**src/rtl/core/ssnf_pkg.sv**
```systemverilog
`timescale 1ns / 1ps
package ssnf_pkg;

  localparam int BinWidth   = 31;  // clamped magnitude width
  localparam int DigitCount = 10;  // decimal digits of 2^31-1
  localparam int Positions  = 6;
  localparam int CntWidth   = $clog2(BinWidth);

  localparam logic [1:0] OP_INT   = 2'd0;
  localparam logic [1:0] OP_TIME  = 2'd1;
  localparam logic [1:0] OP_MICRO = 2'd2;

  localparam logic [7:0] SEG_BLANK = 8'h00;
  localparam logic [7:0] SEG_MINUS = 8'h40;
  localparam logic [7:0] SEG_POINT = 8'h80;

  typedef logic [3:0]                      bcd_t;
  typedef logic [DigitCount-1:0][3:0]      bcd_vec_t;
  typedef logic [7:0]                      seg_t;
  typedef logic [Positions-1:0][7:0]       seg_vec_t;

  typedef struct packed {
    logic busy;
    logic done;
  } dbl_stat_t;

  function automatic seg_t seg_of(input bcd_t d);
    seg_t s;
    case (d)
      4'd0:    s = 8'b00111111;
      4'd1:    s = 8'b00000110;
      4'd2:    s = 8'b01011011;
      4'd3:    s = 8'b01001111;
      4'd4:    s = 8'b01100110;
      4'd5:    s = 8'b01101101;
      4'd6:    s = 8'b01111101;
      4'd7:    s = 8'b00000111;
      4'd8:    s = 8'b01111111;
      4'd9:    s = 8'b01101111;
      default: s = SEG_BLANK;
    endcase
    return s;
  endfunction

  // Two-digit field with point on the units position; dashes above 99.
  // Returns {tens, units}.
  function automatic logic [15:0] time_pair(input logic [6:0] v);
    logic [14:0] prod;
    logic [3:0]  tens;
    logic [6:0]  units;
    logic [15:0] res;
    prod  = 15'(v) * 15'd205;       // v/10 by reciprocal, exact for v < 1029
    tens  = prod[14:11];
    units = v - 7'(tens) * 7'd10;
    if (v > 7'd99) begin
      res = {SEG_MINUS, SEG_MINUS | SEG_POINT};
    end else begin
      res = {seg_of(tens), seg_of(units[3:0]) | SEG_POINT};
    end
    return res;
  endfunction

endpackage

```
**src/rtl/core/seven_segment_number_formatter.sv**
```systemverilog
`timescale 1ns / 1ps
// channel | ports                                                           | direction
// input   | in_valid in_stall in_operation in_value in_hours in_minutes in_seconds | req in
// output  | out_valid out_stall out_digit_zero..five                        | segments out
//
// A transaction runs through the bit-serial double-dabble converter (one
// magnitude bit a cycle), its done flag, the ST_HOLD state that formats the
// digits into the output register once the output slot is free, and a return
// to ST_IDLE with in_stall low, where the next transaction can be taken. The
// result is offered through out_valid, registered with the output register.
// rst_n is synchronous and clears the sequencer, converter and output valid.
// in_stall is high from acceptance until the result is loaded; a stalled result
// stays in the output register while the next transaction is taken, and
// out_stall then holds back that load while the next result waits in ST_HOLD.
module seven_segment_number_formatter (
  input  logic        clk,
  input  logic        rst_n,
  input  logic        in_valid,
  output logic        in_stall,
  input  logic [1:0]  in_operation,
  input  logic signed [31:0] in_value,
  input  logic [6:0]  in_hours,
  input  logic [6:0]  in_minutes,
  input  logic [6:0]  in_seconds,
  output logic        out_valid,
  input  logic        out_stall,
  output logic [7:0]  out_digit_zero,
  output logic [7:0]  out_digit_one,
  output logic [7:0]  out_digit_two,
  output logic [7:0]  out_digit_three,
  output logic [7:0]  out_digit_four,
  output logic [7:0]  out_digit_five
);
  import ssnf_pkg::*;

  // sequencer states
  localparam logic [1:0] ST_IDLE = 2'd0;  // ready for a transaction
  localparam logic [1:0] ST_CONV = 2'd1;  // converter shifting
  localparam logic [1:0] ST_HOLD = 2'd2;  // digits ready, waiting for output slot

  logic [1:0]  state_r, state_nxt;
  logic        out_valid_r, out_valid_nxt;
  seg_vec_t    out_r;
  seg_vec_t    segs;

  // captured request
  logic [1:0]  op_r;
  logic        neg_r;
  logic [6:0]  hours_r, minutes_r, seconds_r;

  logic        accept;
  logic        load;
  logic [31:0] mag_full;
  logic [BinWidth-1:0] mag;
  bcd_vec_t    bcd;
  dbl_stat_t   dstat;

  assign accept = in_valid && !in_stall;
  assign load   = (state_r == ST_HOLD) && (!out_valid_r || !out_stall);

  // magnitude; the most negative value clamps to 2^31-1
  always_comb begin
    mag_full = in_value[31] ? (32'd0 - in_value) : in_value;
    mag      = mag_full[31] ? {BinWidth{1'b1}} : mag_full[BinWidth-1:0];
  end

  ssnf_dabble u_dabble (
    .clk   (clk),
    .rst_n (rst_n),
    .start (accept),
    .bin   (mag),
    .bcd   (bcd),
    .stat  (dstat)
  );

  ssnf_format u_format (
    .op      (op_r),
    .neg     (neg_r),
    .digits  (bcd),
    .hours   (hours_r),
    .minutes (minutes_r),
    .seconds (seconds_r),
    .segs    (segs)
  );

  always_comb begin
    state_nxt = state_r;
    case (state_r)
      ST_IDLE: if (accept) state_nxt = ST_CONV;
      ST_CONV: if (dstat.done) state_nxt = ST_HOLD;
      ST_HOLD: if (load) state_nxt = ST_IDLE;
      default: state_nxt = ST_IDLE;
    endcase
  end

  always_comb begin
    out_valid_nxt = out_valid_r;
    if (load)                          out_valid_nxt = 1'b1;
    else if (out_valid_r && !out_stall) out_valid_nxt = 1'b0;
  end

  always_ff @(posedge clk) begin
    if (!rst_n) begin
      state_r     <= ST_IDLE;
      out_valid_r <= 1'b0;
    end else begin
      state_r     <= state_nxt;
      out_valid_r <= out_valid_nxt;
    end
  end

  // payload registers
  always_ff @(posedge clk) begin
    if (accept) begin
      op_r      <= in_operation;
      neg_r     <= in_value[31];
      hours_r   <= in_hours;
      minutes_r <= in_minutes;
      seconds_r <= in_seconds;
    end
    if (load) out_r <= segs;
  end

  assign in_stall        = (state_r != ST_IDLE);
  assign out_valid       = out_valid_r;
  assign out_digit_zero  = out_r[0];
  assign out_digit_one   = out_r[1];
  assign out_digit_two   = out_r[2];
  assign out_digit_three = out_r[3];
  assign out_digit_four  = out_r[4];
  assign out_digit_five  = out_r[5];

endmodule

```
**src/rtl/core/ssnf_dabble.sv**
```systemverilog
`timescale 1ns / 1ps
module ssnf_dabble (
  input  logic                                 clk,
  input  logic                                 rst_n,
  input  logic                                 start,
  input  logic [ssnf_pkg::BinWidth-1:0]        bin,
  output ssnf_pkg::bcd_vec_t                   bcd,
  output ssnf_pkg::dbl_stat_t                  stat
);
  import ssnf_pkg::*;

  logic [BinWidth-1:0] sh_r, sh_nxt;
  bcd_vec_t            bcd_r, bcd_nxt;
  bcd_vec_t            adj;
  logic [CntWidth-1:0] cnt_r, cnt_nxt;
  logic                busy_r, busy_nxt;
  logic                done_r, done_nxt;

  // add-3 correction on every digit before the shift
  always_comb begin
    for (int i = 0; i < DigitCount; i++) begin
      adj[i] = (bcd_r[i] >= 4'd5) ? bcd_r[i] + 4'd3 : bcd_r[i];
    end
  end

  always_comb begin
    sh_nxt   = sh_r;
    bcd_nxt  = bcd_r;
    cnt_nxt  = cnt_r;
    busy_nxt = busy_r;
    done_nxt = 1'b0;
    if (start) begin
      sh_nxt   = bin;
      bcd_nxt  = '0;
      cnt_nxt  = '0;
      busy_nxt = 1'b1;
    end else if (busy_r) begin
      // top digit never reaches 8 for a 31-bit magnitude
      bcd_nxt = bcd_vec_t'({adj[DigitCount-1][2:0], adj[DigitCount-2:0],
                            sh_r[BinWidth-1]});
      sh_nxt  = {sh_r[BinWidth-2:0], 1'b0};
      cnt_nxt = cnt_r + 1'b1;
      if (cnt_r == CntWidth'(BinWidth - 1)) begin
        busy_nxt = 1'b0;
        done_nxt = 1'b1;
      end
    end
  end

  always_ff @(posedge clk) begin
    if (!rst_n) begin
      busy_r <= 1'b0;
      done_r <= 1'b0;
      cnt_r  <= '0;
    end else begin
      busy_r <= busy_nxt;
      done_r <= done_nxt;
      cnt_r  <= cnt_nxt;
    end
  end

  always_ff @(posedge clk) begin
    sh_r  <= sh_nxt;
    bcd_r <= bcd_nxt;
  end

  assign bcd       = bcd_r;
  assign stat.busy = busy_r;
  assign stat.done = done_r;

endmodule

```
**src/rtl/core/ssnf_format.sv**
```systemverilog
`timescale 1ns / 1ps
module ssnf_format (
  input  logic [1:0]          op,
  input  logic                neg,
  input  ssnf_pkg::bcd_vec_t  digits,
  input  logic [6:0]          hours,
  input  logic [6:0]          minutes,
  input  logic [6:0]          seconds,
  output ssnf_pkg::seg_vec_t  segs
);
  import ssnf_pkg::*;

  logic [3:0] cnt;    // significant digits of the magnitude
  logic [3:0] ccnt;   // significant digits of magnitude/10
  logic [3:0] shown;
  logic [3:0] idx;
  logic       ovf;

  always_comb begin
    cnt = '0;
    for (int i = 0; i < DigitCount; i++) begin
      if (digits[i] != 4'd0) cnt = 4'(i + 1);
    end
    ccnt = (cnt == 4'd0) ? 4'd0 : cnt - 4'd1;
    ovf  = ccnt > 4'(Positions);
    if (cnt == 4'd0)                shown = 4'd1;
    else if (cnt > 4'(Positions))   shown = 4'(Positions);
    else                            shown = cnt;
    if (ccnt < 4'd3)                idx = 4'd3;
    else if (ovf)                   idx = 4'(Positions);
    else                            idx = ccnt;
  end

  always_comb begin
    segs = '0;
    case (op)
      OP_INT: begin
        for (int i = 0; i < Positions; i++) begin
          if (4'(i) < shown) segs[i] = seg_of(digits[i]);
        end
        if (neg && cnt < 4'(Positions)) segs[Positions-1] = SEG_MINUS;
      end
      OP_TIME: begin
        {segs[5], segs[4]} = time_pair(hours);
        {segs[3], segs[2]} = time_pair(minutes);
        {segs[1], segs[0]} = time_pair(seconds);
      end
      OP_MICRO: begin
        for (int i = 0; i < Positions; i++) begin
          if (4'(i) < idx) segs[i] = seg_of(digits[i+1]);
        end
        segs[2] = segs[2] | SEG_POINT;
        if (neg) begin
          if (idx < 4'(Positions)) segs[idx[2:0]] = SEG_MINUS;
          else                     segs[Positions-1] = SEG_MINUS;
        end
        if (ovf) begin
          for (int i = 0; i < Positions; i++) segs[i] = SEG_MINUS;
        end
      end
      default: segs = '0;
    endcase
  end

endmodule

```
**config.mk**
```make
export PLATFORM = sky130hd
export DESIGN_NAME = seven_segment_number_formatter
export DESIGN_NICKNAME = d
export VERILOG_FILES = /design/src/rtl/core/ssnf_pkg.sv /design/src/rtl/core/seven_segment_number_formatter.sv /design/src/rtl/core/ssnf_dabble.sv /design/src/rtl/core/ssnf_format.sv
export SDC_FILE = /design/constraint.sdc
export NUM_CORES = 1
export LEC_CHECK = 0
export ABC_AREA = 1
export BUFFER_PORTS_ARGS = -buffer_cell sky130_fd_sc_hd__buf_2
export CORE_ASPECT_RATIO = 0.9
export CORE_MARGIN = 5
export CORE_UTILIZATION = 60
export DETAILED_ROUTE_END_ITERATION = 8
export GPL_TIMING_DRIVEN = 0
export PLACE_DENSITY_LB_ADDON = 0.05
export SLEW_MARGIN = 5
export SYNTH_ARGS = -nofsm -noshare
export SYNTH_HDL_FRONTEND = slang
export SYNTH_SLANG_ARGS = --single-unit
```
**constraint.sdc**
```tcl
create_clock -name clk -period 7.5 [get_ports clk]
set_input_delay 1.125 -clock clk [delete_from_list [all_inputs] [get_ports clk]]
set_output_delay 1.125 -clock clk [all_outputs]
set_load 0.03 [all_outputs]
```
# After elaboration in Yosys (flattened, before gate mapping)
# Memories as Yosys holds them, arrays and structs flattened. A register that Yosys moved wholly into a read port is not among the register bits.
# Index checks and enable logic that the tools add are counted.
[classes]
add_sub_neg = 16
n_mul = 6
div_mod_pow = 0
order_cmp = 32
eq_ne = 8
n_shift = 0
mux = 92
bitwise = 5
reduce_logical = 28
[ops]
columns = ["op", "n"]
rows = [
  ["$mux W4", 47],
  ["$mux W8", 19],
  ["$pmux W48 S3", 1],
  ["$mux W48", 2],
  ["$mux W31", 3],
  ["$mux W16", 3],
  ["$mul A7 B8 Y15 const B", 3],
  ["$and A42 B42 Y42", 1],
  ["$not A42 Y42", 1],
  ["$ge A4 B3 Y1 const B", 10],
  ["$mux W40", 1],
  ["$reduce_bool A4 Y1", 10],
  ["$add A4 B2 Y4 const B", 9],
  ["$mux W32", 1],
  ["$sub A1 B32 Y32 const A", 1],
  ["$demux W8 S3", 1],
  ["$gt A7 B7 Y1 const B", 3],
  ["$lt A1 B4 Y1 const A", 4],
  ["$lt A2 B4 Y1 const A", 4],
  ["$lt A3 B4 Y1 const A", 4],
  ["$mux W7", 2],
  ["$mul A4 B3 Y3 const B", 3],
  ["$sub A4 B4 Y4", 3],
  ["$gt A4 B3 Y1 const B", 2],
  ["27 further kinds", 49],
]
[word_totals]
regBits = 153
latchBits = 0
ram_bits = 0
rom_bits = 2016
inputBits = 59
output_inout_bits = 50
wordCells = 232
memories = 18
[memory_table]
columns = ["memory", "depth", "word_bits", "read_ports", "rd_ports_with_merged_regs", "write_ports", "line", "text"]
rows = [
  ["(name not given)", 16, 7, 1, 1, 0, "ssnf_pkg.sv:29", "case (d)"],
  ["(name not given)", 16, 7, 1, 1, 0, "ssnf_pkg.sv:29", ""],
  ["(name not given)", 16, 7, 1, 1, 0, "ssnf_pkg.sv:29", ""],
  ["(name not given)", 16, 7, 1, 1, 0, "ssnf_pkg.sv:29", ""],
  ["(name not given)", 16, 7, 1, 1, 0, "ssnf_pkg.sv:29", ""],
  ["(name not given)", 16, 7, 1, 1, 0, "ssnf_pkg.sv:29", ""],
  ["12 more memories", "n/a", "n/a", "n/a", "n/a", "n/a", "n/a", ""],
]

# Logic depth before layout (Yosys ltp)
# Gate-level depths: netlist of run 1.
[logic_depth]
depth_word = 26
mapped_depth = 30
depth_no_buf = 30

# Hierarchy
# A second synthesis of run 1 with hierarchy kept.
[unflattened]
cells_unflattened = 1952
area_unflattened_um2 = 14813.0
[modules_own_cells]
columns = ["mod", "instances", "cells_per_inst", "area_each_um2", "seq_area_each_um2"]
rows = [
  ["ssnf_format", 1, 1094, 7228.2, 0.0],
  ["ssnf_dabble", 1, 524, 3975.1, 1871.8],
  ["seven_segment_number_formatter", 1, 334, 3609.7, 2222.1],
]

# Worst setup path after synthesis of run 1
# Ideal clock, no wire load.
[synth_timing]
kind = "register -> register"
startpoint = "register seconds_r[4]"
endpoint = "register out_r (netlist bit out_digit_zero[6]) (data pin)"
setup_time_ns = 0.261
t_arrival_ns = 4.559
required_time_ns = 7.239
slack_ns = 2.680
stages_incl_launch_ff = 27
path_buffers = 0
synth_period_minus_slack_ns = 4.820
cell_sequence = "edfxtp_1 -> inv_1 -> ha_1 -> inv_1 -> fa_1 -> ha_1 -> inv_1 -> fa_1 -> inv_1 -> ha_1 -> nand2_1 -> nor2_1 -> nand2_1 -> o211ai_1 -> xor2_1 -> inv_1 -> fa_1 -> xor2_1 -> nand3b_1 -> nand2_1 -> nand2_1 -> nand2_1 -> nand2_1 -> nand2_1 -> nand2_1 -> nand2_1 -> nand3_1"
[synth_lines]
columns = ["element", "line", "text"]
rows = [
  ["start: declaration", "seven_segment_number_formatter.sv:49", "logic [6:0] hours_r, minutes_r, seconds_r;"],
  ["start signal: assignment", "seven_segment_number_formatter.sv:119", "seconds_r <= in_seconds;"],
  ["end signal: assignment", "seven_segment_number_formatter.sv:121", "if (load) out_r <= segs;"],
  ["end: declaration", "seven_segment_number_formatter.sv:43", "seg_vec_t out_r;"],
]

==> flow_summary.ini, run 1 <==
[floorplanning]
start_util_pct = 61.1
die_h_um = 160
die-area_sq_um = 28100
rows = 54
die_w_um = 176
coreArea_sq_um = 24400
io_pins = 109

[clocking]
insertion_delay_ns = 0.44
clk_pin_slew_ns = 0.07
cts_tree = yes
root_buffer = clkbuf_16
cts_buffers = 17
cts_buffer_depth = 2
clkSinkCount = 198
cts_resized = 0
htreeDepth = 4
cts_hold_buf = 0
postCtsSetupRepairBufs = 0

[global_route]
antenna_found_initial = 0
grt_overflow = 0
grt_pass1_wl_um = 57000
grt_max_degree = 36
grt_pass1_vias = 11900
track_usage_pct = 24.5

[worst_setup_path]
reg2reg_to = out_digit_zero[6]
reg2reg_setup_slack_ns = 1.96
critPathRequiredTime_ns = 7.66
r2r-start = seconds_r[3]
setup.worst_path.class = reg2reg
critPathArrivalTime_ns = 5.70
worst-r2r-cell-count = 24
cp_max_fo = 6
cp-end-kind = register
cp-start-kind = register

[yosys]
yosys_warnings = 0
synth_area_sq_um = 14900
ys_async_sr_fraction_pct = 0
yosys.cell_types.count = 66
synth.area.top_cells = edfxtp_1 20%, ha_1 18%, dfxtp_1 13%
syn_avg_cell_area_sq_um = 8.11
synth-edff-count = 99
ys.flop_type = edfxtp_1
yosysSeqAreaShare_pct = 33.2
ys_ff_latch = 198
yosysTopAreaCell = edfxtp_1
yosysTopAreaCellShare_pct = 19.9
syn-instance-count = 1840

[sta]
maxSlewHeadroom_pct = 53.6
period_needed_ns = 5.54
rsz0062_at_grt = false
clock_skew_ns = 0.0109
drv_slew = 0
fmax_mhz = 181
setup_viol = 0
final_hold_viol_count = 0
fin_ws_ns = 1.96
min_period_over_period_pct = 73.8
setup_tns_ns = 0
worstMarginPinSlew_ns = 0.694

[placed_design]
place_congestion = 0.912
io_buffers = 105
place_ws_ns = 1.97
dp_hpwl_um = 26800
dpl_cell_area_sq_um = 15900

[final_layout]
post-route-util_pct = 67.7
fin_area_sq_um = 16500
ff_latch_area_sq_um = 4950
multiInputGateArea_sq_um = 8690
syn_to_final_growth_pct = 10.7
drive_above_1_share_pct = 12.2
fillCellCount = 2070
layout.nets = 2272
antenna_cells = 0

[power_and_ir_drop]
power_density_nw_per_um2 = 239
ir_drop_uv = 171
p_leak_nw = 8.17

[min_path]
hp-start = u_dabble.bcd[39]
min_path_type = reg2reg
hold_depth = 2
min_to = u_dabble.bcd[39]

[route]
ant_nets = 0
drtIter0Drc = 759
wl_um = 34000
avgRoutedWirePerCell_um = 14.7
avgViaCountPerCell = 5.31
drt_pre_antenna_iters = 5
via_count = 12300
drc = 0

[flow_run]
cap_violations = 0

[outcome]
status = complete, no violations
-- routing by layer --
metal | vias to the layer above | part of all wire [%] | GRT usage (%)
met1 | 5619 | 47 | 34.2
met3 | 36 | 4.8 | 2.99
met4 | 0 | 1.5 | 6.24
met2 | 318 | 47 | 40.5
li1 | 6335 | - | -
met5 | - | 0 | 0
-- synth_stat cells (3+ instances only) --
master	number
a21oi_1	57
a21oi_2	4
a31oi_1	23
a31oi_2	6
a32o_1	3
a32oi_1	3
buf_2	7
buf_4	6
clkbuf_1	13
dfxtp_1	99
edfxtp_1	99
fa_1	27
ha_1	217
inv_1	276
inv_2	22
nand2_1	401
nand2_2	3
nand3_1	137
nand3b_1	7
nand4_1	18
nor2_1	126
nor2_2	5
nor2_4	3
nor3_1	13
o211ai_1	15
o21a_1	11
o21ai_0	88
o21ai_1	10
o21ai_2	8
o21bai_1	3
o22a_1	6
o22ai_1	18
o31ai_1	4
o32ai_1	5
or2_1	12
or2_2	14
xnor2_1	8
xor2_1	28
-- worst max-delay path, cell delays in order (launching register included) --
cell and delay [ns]:
edfxtp_1 0.56, inv_1 0.15, ha_1 0.34, ha_1 0.22
or2_2 0.31, fa_1 0.46, ha_1 0.30, ha_1 0.32
nand2_1 0.07, nor2_1 0.14, nand2_1 0.07, o211ai_1 0.21
xor2_1 0.40, inv_1 0.17, fa_1 0.42, xor2_1 0.16
nand3b_1 0.19, nand2_1 0.08, nand2_1 0.11, nand2_1 0.13
nand2_1 0.14, nand2_1 0.10, nand2_1 0.05, nand2_1 0.05
nand3_1 0.11
-- final cells by class --
class | count | area share [%]
well taps | 336 | 2.55
repair buffers | 108 | 3.55
clock buffers | 19 | 2.74
multi-input cells | 1315 | 52.6
inverters | 299 | 6.83
flip-flops and latches | 198 | 30.0
clock inverters | 13 | 0.735
plain buffers | 30 | 0.977
-- power breakdown --
part           switching (mW)  internal, mW  total [mW]
Clock                   0.442         0.472       0.913
Sequential             0.0506          1.24        1.29
Combinational            1.13         0.607        1.74
Total                    1.62          2.32        3.94
-- worst max path at each step --
stage                 startpoint                 to  slack, ns  cells after the start
floorplan           seconds_r[4]  out_digit_zero[6]       2.68                     26
global placement    seconds_r[2]  out_digit_zero[6]       2.07                     24
detailed placement  seconds_r[2]  out_digit_zero[6]       1.97                     24
CTS                 seconds_r[2]  out_digit_zero[6]       1.95                     24
global route        seconds_r[2]  out_digit_zero[6]       1.54                     23
finish              seconds_r[3]  out_digit_zero[6]       1.96                     24
-- per-stage QoR --
stage	hold slack [ns]	std cells	total power, mW
3_5_place_dp	0.489	2286	3.02
2_1_floorplan	0.456	1842	2.62
3_3_place_gp	0.465	2283	2.98
6_report	0.501	2318	3.94
5_1_grt	0.535	2318	4.29
4_1_cts	0.500	2318	3.95
-- cells in the final DEF (no fill, tap or decap), types with 6 or more instances in the layout --
cell type | synthesis | final
nand2_1 | 401 | 401
inv_1 | 276 | 276
ha_1 | 217 | 217
nand3_1 | 137 | 137
nor2_1 | 126 | 125
buf_2 | 7 | 113
dfxtp_1 | 99 | 99
edfxtp_1 | 99 | 99
o21ai_0 | 88 | 88
a21oi_1 | 57 | 57
xor2_1 | 28 | 28
fa_1 | 27 | 27
a31oi_1 | 23 | 23
inv_2 | 22 | 22
nand4_1 | 18 | 18
o22ai_1 | 18 | 18
clkbuf_16 | 0 | 17
o211ai_1 | 15 | 15
or2_2 | 14 | 14
nor3_1 | 13 | 13
clkbuf_1 | 13 | 12
or2_1 | 12 | 12
o21a_1 | 11 | 11
o21ai_1 | 10 | 10
xnor2_1 | 8 | 8
o21ai_2 | 8 | 8
nand3b_1 | 7 | 7
buf_4 | 6 | 6
inv_6 | 1 | 6
a31oi_2 | 6 | 6
o22a_1 | 6 | 6
-- logic make-up after synthesis --
| group | share of synthesized area [%] |
|---|---|
| and+or+nand+nor | 22.4 |
| buffers and inverters | 8.62 |
| AOI/OAI and AO/OA | 11.7 |
| adders and majority gates | 21.8 |
| DFF | 33.2 |
| xor gates and xnor gates | 2.22 |
| other | 0.0251 |
Power figures use the tool's default switching activity.
==> run 2: changes to the inputs <==
CORE_UTILIZATION = 56   (was 60)
clock period = 4.5 ns   (was 7.5 ns; I/O delays follow)
==> run 2 against run 1 <==
Against the previous run:
- the flow now finishes with violations (setup timing)
- critical endpoint unchanged
- non-clock buffer count up 65
- die area up 6.7%
- clock skew up 0.0078 ns
- largest cell class unchanged
- sequential share of layout area down 2.4 points
- clock power up 70%
- critical path type unchanged
==> flow_summary.ini, run 2 (synthesis results as in run 1) <==
[power_and_ir_drop]
pwr-share-clk_pct = 19.9
swShare_pct = 42.2
power_density_nw_per_um2 = 436
p_leak_nw = 8.59
internal-power_mw = 4.53
p_sw_mw = 3.30
sequentialPowerShare_pct = 27.5
power.share.combinational_pct = 52.7
ir_drop_uv = 288

[sta]
hold_ws_ns = 0.395
drv_slew = 0
final_hold_viol_count = 0
fmax_mhz = 201
maxSlewHeadroom_pct = 48.1
clock_skew_ns = 0.0187
min_period_over_period_pct = 111
setup_viol = 21
worstMarginPinSlew_ns = 0.776
period_needed_ns = 4.98
rsz0062_at_grt = true
fin_ws_ns = -0.485

[floorplanning]
die_h_um = 165
start_util_pct = 57.1
coreArea_sq_um = 26100
io_pins = 109
die_w_um = 182
rows = 56
die-area_sq_um = 30000

[worst_setup_path]
cp-end-kind = register
critPathMaxStageDelay_ns = 0.53
worst-r2r-cell-count = 28
critPathArrivalTime_ns = 5.17
reg2reg_setup_slack_ns = -0.48
cp_max_fo = 6
critical_path.top_delay_family = adder cells
worst_path_max_delay_cell = edfxtp_1
crit_buf_inv = 6
reg2reg_to = out_digit_zero[6]
cp-start-kind = register
r2r-start = seconds_r[4]
critPathRequiredTime_ns = 4.69
crit_top_cell = nand2_1
setup.worst_path.class = reg2reg

[placed_design]
dp_hpwl_um = 27500
place_ws_ns = -0.849
place_congestion = 0.909
place_inst = 2298
io_buffers = 105

[global_route]
grt_pass1_wl_um = 60400
grt_max_degree = 35
grt_pass1_vias = 12300
grt_overflow = 0
track_usage_pct = 24.7
antenna_found_initial = 1

[final_layout]
finalNonFillerCells = 2396
layout.nets = 2337
drive_above_1_share_pct = 22.6
mostFrequentLayoutCells = 371 x nand2_1, 247 x inv_1, 181 x ha_1
fillCellCount = 2160
syn_to_final_growth_pct = 20.3
layout_commonest_cell = nand2_1

[clocking]
root_buffer = clkbuf_16
clkSinkCount = 198
clk_pin_slew_ns = 0.08
cts_hold_buf = 0
htreeDepth = 4
cts_tree = yes
cts_buffer_depth = 2
cts_buffers = 17
insertion_delay_ns = 0.45

[route]
drtIter0Drc = 801
drt_pre_antenna_iters = 6
avgRoutedWirePerCell_um = 15.8
avgViaCountPerCell = 5.35
drc = 0
via_count = 12800
wl_um = 37900
ant_nets = 0

[flow_run]
cap_violations = 0

[min_path]
hold_depth = 1
min_to = seconds_r[4]
hp-start = in_seconds[4]
min_path_type = in2reg

[outcome]
violations = setup timing
status = finished, violations left
## run 2: per-layer routing
metal / up-vias / part of all wire [%] / routed length (um) / global-route usage, %
met4: 0 / 2.1 / 809 / 7.40
met1: 5978 / 45 / 17000 / 32.7
li1: 6460 / - / - / -
met5: - / 0 / 0 / 0
met3: 62 / 5.0 / 1890 / 3.15
met2: 330 / 48 / 18200 / 42.8
## run 2: area by class of cell
type / count / area [sq um] / share of cell area (%)
antenna: 1 / 2.50 / 0.0140
buffer: 30 / 161 / 0.900
clock buffer: 18 / 429 / 2.39
clock inverter: 14 / 153 / 0.851
inverter: 299 / 1140 / 6.33
multi-input combinational: 1315 / 9560 / 53.3
sequential: 198 / 4950 / 27.6
tap: 348 / 435 / 2.43
timing repair buffer: 173 / 1100 / 6.15
## run 2: power groups by stage
stage | logic, mW | clock network, mW | registers (mW)
6_report | 4.12 | 1.55 | 2.15
5_1_grt | 4.58 | 1.65 | 2.16
4_1_cts | 3.67 | 1.58 | 2.15
3_5_place_dp | 3.01 | 0 | 2.20
3_3_place_gp | 2.95 | 0 | 2.20
2_1_floorplan | 2.33 | 0 | 2.17
## run 2: how the worst max path moves through the flow
stage / endpoint / slack (ns) / cells past startpoint / startpoint
6_report: out_digit_zero[6] / -0.48 / 28 / seconds_r[4]
5_1_grt: out_digit_zero[6] / -0.76 / 26 / seconds_r[4]
4_1_cts: out_digit_zero[6] / -0.31 / 25 / seconds_r[5]
3_5_place_dp: out_digit_zero[6] / -0.85 / 24 / seconds_r[3]
3_3_place_gp: out_digit_zero[6] / -0.73 / 24 / seconds_r[3]
2_1_floorplan: out_digit_zero[6] / -0.16 / 24 / seconds_r[6]
## run 2: timing repair
action | 4_1_cts | 5_1_grt
buffers inserted | 54 | 17
pin swaps | 51 | 42
resized for setup | 92 | 60
setup endpoints to repair | 27 | 36
## run 2: through the flow
stage / TNS (ns) / power (mW) / cell area [sq um] / utilization (%)
floorplan: -0.949 / 4.50 / 15100 / -
global placement: -11.89 / 5.15 / 16100 / 61.5
detailed placement: -13.35 / 5.21 / 16100 / 61.8
CTS: -3.89 / 7.39 / 17600 / 67.2
global route: -11.68 / 8.40 / 17900 / 68.6
finish: -5.86 / 7.82 / 17900 / 68.6
==> run 3: changes to the inputs <==
CELL_PAD_IN_SITES_DETAIL_PLACEMENT = 2   (was unset)
CELL_PAD_IN_SITES_GLOBAL_PLACEMENT = 2   (was unset)
CORE_UTILIZATION = 34   (was 56)
CTS_BUF_LIST = sky130_fd_sc_hd__clkbuf_8   (was unset)
==> run 3 against run 2 <==
Against the previous run:
- the flow still finishes with violations (setup timing)
- global-route usage fell by 4.4 points
- routed wire length up 35%
- clock skew grew 0.0026 ns
- worst hold slack got worse by 0.077 ns
- via count up 2.5%
- register-to-register slack lost 0.04 ns
- first-iteration DRC count down 37%
- critical path type unchanged
==> flow_summary.ini, run 3 (synthesis results as in run 1) <==
[placed_design]
io_buffers = 105
dp_hpwl_um = 38100
place_ws_ns = -1.03
place_inst = 2506
place_congestion = 0.783
dpl_cell_area_sq_um = 16400

[final_layout]
layout_commonest_cell = nand2_1
fin_area_sq_um = 18400
ff_latch_area_sq_um = 4950
drive_above_1_share_pct = 24.4
finalNonFillerCells = 2620
post-route-util_pct = 42.5
mostFrequentLayoutCells = 358 x nand2_1, 249 x inv_1, 178 x ha_1
antenna_cells = 0
fillCellCount = 4861
syn_to_final_growth_pct = 23.1
layout.nets = 2355
multiInputGateArea_sq_um = 9730

[floorplanning]
start_util_pct = 34.6
rows = 72
die_h_um = 209
coreArea_sq_um = 43200
die_w_um = 231
io_pins = 109
die-area_sq_um = 48200

[route]
drtIter0Drc = 506
drt_pre_antenna_iters = 5
drc = 0
avgRoutedWirePerCell_um = 19.5
via_count = 13100
ant_nets = 0
avgViaCountPerCell = 5.02
wl_um = 51000

[clocking]
cts_buffer_depth = 2
root_buffer = clkbuf_8
htreeDepth = 4
clk_pin_slew_ns = 0.11
clkSinkCount = 198
cts_buffers = 17
insertion_delay_ns = 0.52
cts_tree = yes

[outcome]
status = finished, violations left
violations = setup timing

[global_route]
grt_max_degree = 32
antenna_found_initial = 0
track_usage_pct = 20.3
grt_overflow = 0
grt_pass1_wl_um = 78700
grt_pass1_vias = 14500

[worst_setup_path]
cp_max_fo = 6
crit_top_cell = nand2_1
critPathMaxStageDelay_ns = 0.51
worst_path_max_delay_cell = fa_1
critPathRequiredTime_ns = 4.77
critPathArrivalTime_ns = 5.30
cp-start-kind = register
setup.worst_path.class = reg2reg
cp-end-kind = register

[sta]
rsz0062_at_grt = true
setup_viol = 27
final_hold_viol_count = 0
worstMarginPinSlew_ns = 0.869
clock_skew_ns = 0.0213
min_period_over_period_pct = 112
fmax_mhz = 199
drv_slew = 0
maxSlewHeadroom_pct = 41.8
fin_ws_ns = -0.526
period_needed_ns = 5.03

[power_and_ir_drop]
sequentialPowerShare_pct = 26.6
swShare_pct = 44.5
power.share.combinational_pct = 57.8
p_leak_nw = 8.69
power_density_nw_per_um2 = 441
ir_drop_uv = 215
p_sw_mw = 3.60
internal-power_mw = 4.49
pwr-share-clk_pct = 15.6

[flow_run]
cap_violations = 0

[min_path]
min_path_type = in2reg
run 3: cell count changes in the layout (fill, tap and decap cells not counted), moves of 4 or more:
cell / change
nand2_4: +7
buf_6: +5
nand3_1: -4
clkbuf_16: -17
clkbuf_8: +18
nand2_1: -13
inv_8: -5
nand2_2: +6
buf_4: +12
run 3: final cells by class:
type	count	area share (%)
multi-input cells	1315	53.0
flip-flops and latches	198	27.0
repair buffers	191	6.92
inverters	299	6.18
well taps	555	3.78
clock buffers	18	1.35
clock inverters	14	0.886
plain buffers	30	0.879
run 3: metrics by stage:
step	hold slack, ns	total power, mW	TNS [ns]
final	0.318	8.09	-10.33
after global routing	0.276	8.71	-16.38
after detailed placement	0.482	5.49	-19.01
after global placement	0.470	5.35	-16.08
after floorplan	0.456	4.50	-0.949
after CTS	0.264	7.51	-8.79
run 3: critical path, delay by kind of cell, from the launching register on:
| kind | cells | cell delay, ns |
|---|---|---|
| buffers and inverters | 5 | 0.32 |
| xor gates and xnor gates | 1 | 0.17 |
| and+or+nand+nor | 16 | 1.40 |
| adders and majority gates | 7 | 2.42 |
| DFF | 1 | 0.45 |
run 3: what timing repair did:
item                                    4_1_cts  5_1_grt
hold buffers                                  0        0
buffers inserted                             55       27
cloned                                        0        0
endpoints found under the setup margin       36       38
pin swaps                                    62       65
gates resized for setup                     110       87
run 3: path summary, 6_finish.rpt:
kind	startpoint	end	slack, ns	cells after the start
hold reg to reg	u_dabble.done_r	state_r[1]	0.49	2
setup / recovery	seconds_r[2]	out_digit_zero[6]	-0.53	29
setup reg to reg	seconds_r[2]	out_digit_zero[6]	-0.53	29
hold / removal	in_seconds[4]	seconds_r[4]	0.32	1
run 3: metal layers:
metal | up-vias | global-route usage [%] | wire length (um)
met5 | - | 0 | 0
met4 | 0 | 4.77 | 734
met3 | 44 | 2.50 | 1090
met2 | 143 | 36.2 | 25300
met1 | 6484 | 26.4 | 23900
li1 | 6475 | - | -
run 3: power by group through the flow:
stage | sequential, mW | clock [mW] | combinational (mW)
after floorplan | 2.17 | 0 | 2.33
after global placement | 2.21 | 0 | 3.14
after detailed placement | 2.21 | 0 | 3.29
after CTS | 2.15 | 1.32 | 4.04
after global routing | 2.17 | 1.38 | 5.16
final | 2.15 | 1.26 | 4.67
